**src/ascii_frame_receiver_xor_checksum_top_assert.svh**
```systemverilog
// ----------------------------------------------------------------------------
// ascii frame receiver assertion macros
// concurrent assertion wrappers, compiled out when NO_ASSERTIONS is set
// ----------------------------------------------------------------------------
`ifndef ASCII_FRAME_RECEIVER_XOR_CHECKSUM_TOP_ASSERT_SVH
`define ASCII_FRAME_RECEIVER_XOR_CHECKSUM_TOP_ASSERT_SVH
`ifndef NO_ASSERTIONS
`define AFRX_ASSERT_SAME(lbl, clk, rst_n, ante, cons, msg) \
    lbl: assert property (@(posedge clk) disable iff (!rst_n) (ante) |-> (cons)) \
        else $error(msg);
`define AFRX_ASSERT_NEXT(lbl, clk, rst_n, ante, cons, msg) \
    lbl: assert property (@(posedge clk) disable iff (!rst_n) (ante) |=> (cons)) \
        else $error(msg);
`else
`define AFRX_ASSERT_SAME(lbl, clk, rst_n, ante, cons, msg)
`define AFRX_ASSERT_NEXT(lbl, clk, rst_n, ante, cons, msg)
`endif
`endif

```
**src/afrx_pkg.sv**
```systemverilog
// ----------------------------------------------------------------------------
// afrx_pkg
// shared types and character codes for the ascii frame receiver
// ----------------------------------------------------------------------------
package afrx_pkg;

    localparam logic [7:0] CH_START      = 8'h24;
    localparam logic [7:0] CH_STAR       = 8'h2A;
    localparam logic [7:0] CH_NINE       = 8'h39;
    localparam logic [7:0] HEX_ALPHA_OFS = 8'd55;
    localparam logic [7:0] HEX_DIGIT_OFS = 8'd48;

    typedef enum logic [2:0] {
        S_IDLE,
        S_SCAN_RD,
        S_SCAN_CHK,
        S_CHECK,
        S_EMIT_RD,
        S_EMIT_LOAD,
        S_EMIT_WAIT
    } t_state;

    typedef struct packed {
        logic accept;
        logic scan_start;
        logic scan_step;
        logic emit_start;
        logic emit_load;
        logic emit_step;
    } t_dp_cmd;

    typedef struct packed {
        logic close;
        logic rd_zero;
        logic scan_end;
        logic match;
        logic out_taken;
        logic out_last;
    } t_dp_sts;

endpackage

```
**src/afrx_dp.sv**
```systemverilog
// ----------------------------------------------------------------------------
// afrx_dp
// datapath: byte decode, payload memory, checksum scan and output register
// ----------------------------------------------------------------------------
`include "ascii_frame_receiver_xor_checksum_top_assert.svh"

module afrx_dp #(
    parameter int MAX_LEN = 32
) (
    input  logic              i_clk,
    input  logic              i_rst_n,
    input  logic [7:0]        i_rx_byte,
    input  logic              i_ready,
    input  afrx_pkg::t_dp_cmd i_cmd,
    output afrx_pkg::t_dp_sts o_sts,
    output logic              o_valid,
    output logic [7:0]        o_payload_byte,
    output logic              o_end_of_payload
);
    import afrx_pkg::*;

    localparam int IDX_W = $clog2(MAX_LEN);
    localparam int LEN_W = $clog2(MAX_LEN + 1);
    localparam logic [IDX_W-1:0] IDX_LAST = IDX_W'(MAX_LEN - 1);
    localparam logic [1:0] DIGITS_NONE = 2'd0;
    localparam logic [1:0] DIGITS_ONE  = 2'd1;
    localparam logic [1:0] DIGITS_TWO  = 2'd2;

    logic [7:0]       r_mem [MAX_LEN];
    logic [7:0]       r_rd_data;
    logic [IDX_W-1:0] r_wr_idx;
    logic             r_in_payload;
    logic [1:0]       r_digit_cnt;
    logic [7:0]       r_rx_sum;
    logic [IDX_W-1:0] r_idx;
    logic [7:0]       r_xor;
    logic [LEN_W-1:0] r_len;
    logic [7:0]       r_out_byte;
    logic             r_out_last;
    logic             r_out_valid;

    logic             w_is_start;
    logic             w_is_star;
    logic             w_is_data;
    logic             w_close;
    logic [7:0]       w_hex;
    logic             w_we;
    logic [7:0]       w_wdata;

    assign w_is_start = (i_rx_byte == CH_START);
    assign w_is_star  = (i_rx_byte == CH_STAR);
    assign w_is_data  = !w_is_start && !w_is_star;
    assign w_hex      = (i_rx_byte > CH_NINE) ? (i_rx_byte - HEX_ALPHA_OFS)
                                              : (i_rx_byte - HEX_DIGIT_OFS);
    assign w_close    = w_is_data && !r_in_payload && (r_digit_cnt == DIGITS_ONE);
    assign w_we       = i_cmd.accept && w_is_data && (r_in_payload || w_close);
    assign w_wdata    = r_in_payload ? i_rx_byte : 8'h00;

    // payload memory
    always_ff @(posedge i_clk) begin
        if (w_we) begin
            r_mem[r_wr_idx] <= w_wdata;
        end
        r_rd_data <= r_mem[r_idx];
    end

    // frame parser state
    always_ff @(posedge i_clk) begin
        if (!i_rst_n) begin
            r_wr_idx     <= '0;
            r_in_payload <= 1'b1;
            r_digit_cnt  <= DIGITS_NONE;
            r_rx_sum     <= '0;
        end else if (i_cmd.accept) begin
            priority if (w_is_start) begin
                r_in_payload <= 1'b1;
                r_wr_idx     <= '0;
                r_rx_sum     <= '0;
            end else if (w_is_star) begin
                r_in_payload <= 1'b0;
                r_digit_cnt  <= DIGITS_NONE;
            end else if (!r_in_payload) begin
                if (r_digit_cnt == DIGITS_NONE) begin
                    r_rx_sum    <= {w_hex[3:0], 4'h0};
                    r_digit_cnt <= DIGITS_ONE;
                end else if (r_digit_cnt == DIGITS_ONE) begin
                    r_rx_sum    <= r_rx_sum + w_hex;
                    r_digit_cnt <= DIGITS_TWO;
                end
            end else begin
                r_wr_idx <= (r_wr_idx == IDX_LAST) ? '0 : r_wr_idx + 1'b1;
            end
        end
    end

    // scan and emit pointer
    always_ff @(posedge i_clk) begin
        if (i_cmd.scan_start) begin
            r_idx <= '0;
            r_xor <= '0;
            r_len <= '0;
        end else if (i_cmd.scan_step) begin
            r_xor <= r_xor ^ r_rd_data;
            r_len <= r_len + 1'b1;
            if (r_idx != IDX_LAST) begin
                r_idx <= r_idx + 1'b1;
            end
        end else if (i_cmd.emit_start) begin
            r_idx <= '0;
        end else if (i_cmd.emit_step) begin
            r_idx <= r_idx + 1'b1;
        end
    end

    // output register
    always_ff @(posedge i_clk) begin
        if (i_cmd.emit_load) begin
            r_out_byte <= r_rd_data;
            r_out_last <= (LEN_W'(r_idx) + LEN_W'(1)) == r_len;
        end
    end

    always_ff @(posedge i_clk) begin
        if (!i_rst_n) begin
            r_out_valid <= 1'b0;
        end else if (i_cmd.emit_load) begin
            r_out_valid <= 1'b1;
        end else if (r_out_valid && i_ready) begin
            r_out_valid <= 1'b0;
        end
    end

    assign o_sts.close     = w_close;
    assign o_sts.rd_zero   = (r_rd_data == 8'h00);
    assign o_sts.scan_end  = (r_idx == IDX_LAST);
    assign o_sts.match     = (r_xor == r_rx_sum) && (r_len != '0);
    assign o_sts.out_taken = r_out_valid && i_ready;
    assign o_sts.out_last  = r_out_last;

    assign o_valid          = r_out_valid;
    assign o_payload_byte   = r_out_byte;
    assign o_end_of_payload = r_out_last;

    `AFRX_ASSERT_SAME(a_emit_has_len, i_clk, i_rst_n, r_out_valid, r_len != '0,
                      "emit with empty payload")

endmodule

```
**src/afrx_ctrl.sv**
```systemverilog
// ----------------------------------------------------------------------------
// afrx_ctrl
// controller: byte intake, checksum scan sequencing and payload emit
// ----------------------------------------------------------------------------
module afrx_ctrl (
    input  logic              i_clk,
    input  logic              i_rst_n,
    input  logic              i_valid,
    input  afrx_pkg::t_dp_sts i_sts,
    output logic              o_ready,
    output afrx_pkg::t_dp_cmd o_cmd
);
    import afrx_pkg::*;

    t_state r_state;
    t_state n_state;

    always_ff @(posedge i_clk) begin
        if (!i_rst_n) begin
            r_state <= S_IDLE;
        end else begin
            r_state <= n_state;
        end
    end

    always_comb begin
        n_state = r_state;
        o_ready = 1'b0;
        o_cmd   = '0;
        unique case (r_state)
            S_IDLE: begin
                o_ready      = 1'b1;
                o_cmd.accept = i_valid;
                if (i_valid && i_sts.close) begin
                    o_cmd.scan_start = 1'b1;
                    n_state          = S_SCAN_RD;
                end
            end
            S_SCAN_RD: begin
                n_state = S_SCAN_CHK;
            end
            S_SCAN_CHK: begin
                if (i_sts.rd_zero) begin
                    n_state = S_CHECK;
                end else begin
                    o_cmd.scan_step = 1'b1;
                    n_state         = i_sts.scan_end ? S_CHECK : S_SCAN_RD;
                end
            end
            S_CHECK: begin
                if (i_sts.match) begin
                    o_cmd.emit_start = 1'b1;
                    n_state          = S_EMIT_RD;
                end else begin
                    n_state = S_IDLE;
                end
            end
            S_EMIT_RD: begin
                n_state = S_EMIT_LOAD;
            end
            S_EMIT_LOAD: begin
                o_cmd.emit_load = 1'b1;
                n_state         = S_EMIT_WAIT;
            end
            S_EMIT_WAIT: begin
                if (i_sts.out_taken) begin
                    if (i_sts.out_last) begin
                        n_state = S_IDLE;
                    end else begin
                        o_cmd.emit_step = 1'b1;
                        n_state         = S_EMIT_RD;
                    end
                end
            end
            default: begin
                n_state = S_IDLE;
            end
        endcase
    end

endmodule

```
**src/ascii_frame_receiver_xor_checksum_top.sv**
```systemverilog
// ----------------------------------------------------------------------------
// ascii_frame_receiver_xor_checksum_top
// receives '$'...'*hh' ascii frames and emits payloads whose xor checksum
// matches the two hex digits after '*'
// ----------------------------------------------------------------------------
// Each received byte is taken as soon as it is offered while a frame is
// being collected. The second checksum digit closes the frame: the block
// then walks the payload memory from entry 0, a read step and then a
// compare and xor step per entry, up to and including the closing zero,
// and then compares the checksum. On a match it emits the payload byte by
// byte (read, load, hand over), held by any stall from the consumer. Input
// is held off from the closing digit until the check and any emit are
// done. The payload memory has a single read port. The memory holds
// MAX_LEN bytes, so at most MAX_LEN-1 bytes are emitted per frame.
`include "ascii_frame_receiver_xor_checksum_top_assert.svh"

module ascii_frame_receiver_xor_checksum_top #(
    parameter int MAX_LEN = 32
) (
    input  logic       i_clk,
    input  logic       i_rst_n,
    input  logic       i_valid,
    output logic       o_ready,
    input  logic [7:0] i_rx_byte,
    output logic       o_valid,
    input  logic       i_ready,
    output logic [7:0] o_payload_byte,
    output logic       o_end_of_payload
);
    import afrx_pkg::*;

    t_dp_cmd w_cmd;
    t_dp_sts w_sts;

    afrx_ctrl u_ctrl (
        .i_clk   (i_clk),
        .i_rst_n (i_rst_n),
        .i_valid (i_valid),
        .i_sts   (w_sts),
        .o_ready (o_ready),
        .o_cmd   (w_cmd)
    );

    afrx_dp #(
        .MAX_LEN (MAX_LEN)
    ) u_dp (
        .i_clk            (i_clk),
        .i_rst_n          (i_rst_n),
        .i_rx_byte        (i_rx_byte),
        .i_ready          (i_ready),
        .i_cmd            (w_cmd),
        .o_sts            (w_sts),
        .o_valid          (o_valid),
        .o_payload_byte   (o_payload_byte),
        .o_end_of_payload (o_end_of_payload)
    );

    `AFRX_ASSERT_SAME(a_no_intake_while_emit, i_clk, i_rst_n, o_ready, !o_valid,
                      "input ready during emit")
    `AFRX_ASSERT_NEXT(a_last_returns_idle, i_clk, i_rst_n,
                      o_valid && i_ready && o_end_of_payload, o_ready,
                      "no return to intake after last byte")
    `AFRX_ASSERT_NEXT(a_mid_stays_busy, i_clk, i_rst_n,
                      o_valid && i_ready && !o_end_of_payload, !o_ready && !o_valid,
                      "frame emit cut short")

endmodule

```
**config.mk**
```make
export PLATFORM = sky130hd
export DESIGN_NAME = ascii_frame_receiver_xor_checksum_top
export DESIGN_NICKNAME = d
export VERILOG_FILES = /design/src/afrx_pkg.sv /design/src/afrx_dp.sv /design/src/afrx_ctrl.sv /design/src/ascii_frame_receiver_xor_checksum_top.sv
export VERILOG_INCLUDE_DIRS = /design/src /design/src/src
export SDC_FILE = /design/constraint.sdc
export NUM_CORES = 1
export LEC_CHECK = 0
export BUFFER_PORTS_ARGS = -buffer_cell sky130_fd_sc_hd__buf_4
export CORE_MARGIN = 2
export CORE_UTILIZATION = 35
export CTS_BUF_LIST = sky130_fd_sc_hd__clkbuf_4
export DETAILED_ROUTE_END_ITERATION = 16
export GPL_TIMING_DRIVEN = 0
export PLACE_DENSITY = 0.57
export RECOVER_POWER = 25
export SETUP_SLACK_MARGIN = 0.4
export SLEW_MARGIN = 20
export SYNTH_ARGS = -nofsm -noshare
export SYNTH_HDL_FRONTEND = slang
export SYNTH_SLANG_ARGS = --single-unit
```
**constraint.sdc**
```tcl
create_clock -name i_clk -period 3.5 [get_ports i_clk]
set_input_delay 0.875 -clock i_clk [delete_from_list [all_inputs] [get_ports i_clk]]
set_output_delay 0.875 -clock i_clk [all_outputs]
set_load 0.01 [all_outputs]
```
==> results.yml <==
setup_path:
  critPathTopFamily: "simple AND/OR/NAND/NOR gates"
  required_ps: 3820
  crit_slowest_cell: "nor2_2"
  cpPeakStageDelay_ps: 540
  critical_path.cell_chain: "clkbuf_1, nor3_1, nand2_1, nor3_2, nand2_2, nor2_2"
  arrival_ps: 3340
  critPathKind: "register to register"
  cp-start-kind: "register"
  path_buf_inv: 1
  path_max_fanout: 9
  cp-end-kind: "register"
global_route:
  track_usage_pct: 15.88
  met2_usage_pct: 25.89
  grt_pass1_wl_um: 45630
  grt_pass1_vias: 7656
  use_met1_pct: 20.99
  grt_busiest_layer: "met2"
  overflow: 0
  use_met3_pct: 3.159
  grt_max_degree: 33
  antenna_found_initial: 1
place:
  gp_congestion: 0.7967
  place_hpwl_um: 19050
  place_ws_ps: -587.5
  io_buffers: 19
  dp_cells: 1261
synth:
  avgSynthCellArea_um2: 16.94
  ys.flop_type: "edfxtp_1"
  synth_cell_type_count: 61
  synth_edf_count: 265
  synth_nets: 809
  netlist_instances: 774
  syn_area_um2: 13110
  synth_seq_cells: 312
  yosys_warnings: 0
  synth.yosys.seq_area_share_pct: 67.88
  synthArstFlopShare_pct: 0
floorplanning:
  fp.dieArea_um2: 39020
  die_h_um: 197.5
  pin_count: 23
  rows: 70
  core_um2: 36790
  die_w_um: 197.5
  initial_utilization_pct: 35.64
route:
  ant_nets: 0
  routed_via_density: 5.115
  dr_total_vias: 7207
  dr.pass1.iters: 5
  first_iter_violations: 408
  wire_per_inst_um: 21.29
  drt_wl_total_um: 30000
  drcViolationCount: 0
clock_network:
  clk_pin_slew_ps: 60
  cts_sinks: 312
  htree_levels: 3
  clock_path_buffers: 3
  ctsHoldBuffers: 0
  cts_buffers: 82
  cts_tree: "built"
  clock-root-buffer: "clkbuf_4"
  insertion_delay_ps: 710
cells_and_area:
  multiInputGateArea_um2: 4165
  nets: 914
  final_cells: 1409
  fill_cells: 3411
  syn2layout_area_growth_pct: 15.19
  regArea_um2: 8899
  utilization_pct: 41.05
  drive_gt1_share_pct: 32.34
status:
  status: "finished with violations"
  violations: "max-capacitance violations, max-slew violations"
timing:
  worstMarginPinSlew_ps: 2058
  finalMaxSlewViolations: 264
  rsz0062_at_grt: "yes"
  relSlewSlack_pct: -37.17
  fin_crit_sh_pct: 86.42
  setup_viol: 0
  fmax_ghz: 0.3306
  hold_violations: 0
  clock-skew-final_ps: 60.74
  worst_slack_ps: 475.4
  finalCriticalPeriod_ps: 3025
  finalHoldWorstSlack_ps: 487.9
power_and_ir_drop:
  power.density_nw_per_um2: 494.0
  vdd_drop_max_uv: 163.1
  power_leakage_uw: 0.004778
flow_run:
  max_cap_viol_count: 8
hold_path:
  min_path_type: "register to register"
## area by class of cell
type                    count  share of cell area [%]
well taps                 468                   3.878
inverters                  14                  0.3480
repair buffers             21                   1.044
clock buffers             116                   5.767
multi-input cells         410                   27.58
diodes                      1                 0.01657
clock inverters            29                   1.085
plain buffers              38                   1.351
flip-flops and latches    312                   58.93
## kinds of logic after synthesis
kind of cell	share of synthesized area, %
AND/OR/NAND/NOR	7.044
multiplexers	14.81
flip-flops	67.88
XOR/XNOR	2.472
buffers and inverters	1.880
AO/OA/AOI/OAI	3.656
adder cells (fa/ha/maj)	2.253
## Yosys cell counts, types with 7 or more instances
cell / number / area share, %
mux4_2: 80 / 14
nor2b_1: 12 / 0.57
and3_1: 7 / 0.33
a21oi_1: 18 / 0.69
mux2_2: 8 / 0.69
clkbuf_1: 22 / 0.63
inv_1: 14 / 0.40
o21ai_0: 7 / 0.27
xnor2_1: 22 / 1.5
ha_1: 22 / 2.1
nand3_1: 16 / 0.61
and2_1: 10 / 0.48
nand2_1: 37 / 1.1
xor2_1: 15 / 1.0
nor2_1: 64 / 1.8
edfxtp_1: 265 / 61
dfxtp_1: 47 / 7.2
## metrics by stage
| stage | setup TNS, ps | cell area [um^2] | power (uW) |
|---|---|---|---|
| 6_report | 0 | 15100 | 7460 |
| 5_1_grt | 0 | 15100 | 7782 |
| 4_1_cts | 0 | 15000 | 7540 |
| 3_5_place_dp | -133890 | 13880 | 4402 |
| 3_3_place_gp | -128470 | 13870 | 4397 |
| 2_1_floorplan | 0 | 13140 | 4301 |
## routing by layer
| metal | wire (um) | up-vias |
|---|---|---|
| met4 | 770 | 0 |
| met3 | 1475 | 53 |
| met5 | 0 | - |
| li1 | - | 3310 |
| met2 | 14490 | 192 |
| met1 | 13260 | 3652 |
## repair_timing
action                                  4_1_cts  5_1_grt
resized for setup                            33       20
buffers inserted                              0        2
endpoints found under the setup margin      256      259
pin swaps                                     0        1
gates cloned                                  0        0
## placed cells by master, fill, tap and decap left out, types with 6 or more instances in the layout
| master | n |
|---|---|
| mux2_2 | 8 |
| clkbuf_4 | 116 |
| clkbuf_1 | 21 |
| mux4_2 | 80 |
| xnor2_1 | 21 |
| o21ai_0 | 7 |
| clkinv_1 | 19 |
| a21boi_1 | 6 |
| nor2b_1 | 11 |
| ha_1 | 20 |
| inv_1 | 12 |
| dfxtp_1 | 47 |
| nand4_1 | 6 |
| xor2_1 | 15 |
| nand2_1 | 33 |
| edfxtp_1 | 265 |
| nor2_4 | 13 |
| buf_4 | 21 |
| nand3_1 | 16 |
| nor2_2 | 19 |
| a21oi_1 | 17 |
| buf_6 | 6 |
| and2_0 | 8 |
| o21ai_1 | 6 |
| and3_1 | 7 |
| nor2_1 | 32 |
## where the power goes
| part | switching, uW | total [uW] | internal (uW) | leakage (uW) |
|---|---|---|---|---|
| clock | 1500 | 3120 | 1620 | 0.000611 |
| combinational | 169 | 256 | 87.0 | 0.00140 |
| sequential | 19.0 | 4080 | 4060 | 0.00277 |
| total | 1690 | 7460 | 5770 | 0.00478 |
## path summary, 6_finish.rpt
path,from,to,slack [ps],cells past startpoint
setup / recovery,u_ctrl.r_state[0]$_SDFFE_PN0P_,u_dp.r_mem[0][6]$_DFFE_PP_,480,6
hold / removal,u_dp.r_rd_data[6]$_DFF_P_,u_dp.o_payload_byte[6]$_DFFE_PP_,490,0
setup reg to reg,u_ctrl.r_state[0]$_SDFFE_PN0P_,u_dp.r_mem[0][6]$_DFFE_PP_,480,6
hold reg to reg,u_dp.r_rd_data[6]$_DFF_P_,u_dp.o_payload_byte[6]$_DFFE_PP_,490,0
## flip-flops by register name, indices dropped and copies added, names as in the netlist
register               count
u_dp.r_rx_sum              8
u_dp.r_wr_idx              5
u_dp.r_digit_cnt           2
u_dp.r_rd_data             8
u_ctrl.r_state             3
u_dp.r_idx                 5
u_dp.o_payload_byte        8
u_dp.r_mem               256
u_dp.o_valid               1
u_dp.r_len                 6
u_dp.o_end_of_payload      1
u_dp.r_in_payload          1
u_dp.r_xor                 8
No activity file was read; power rests on OpenSTA's default activity.
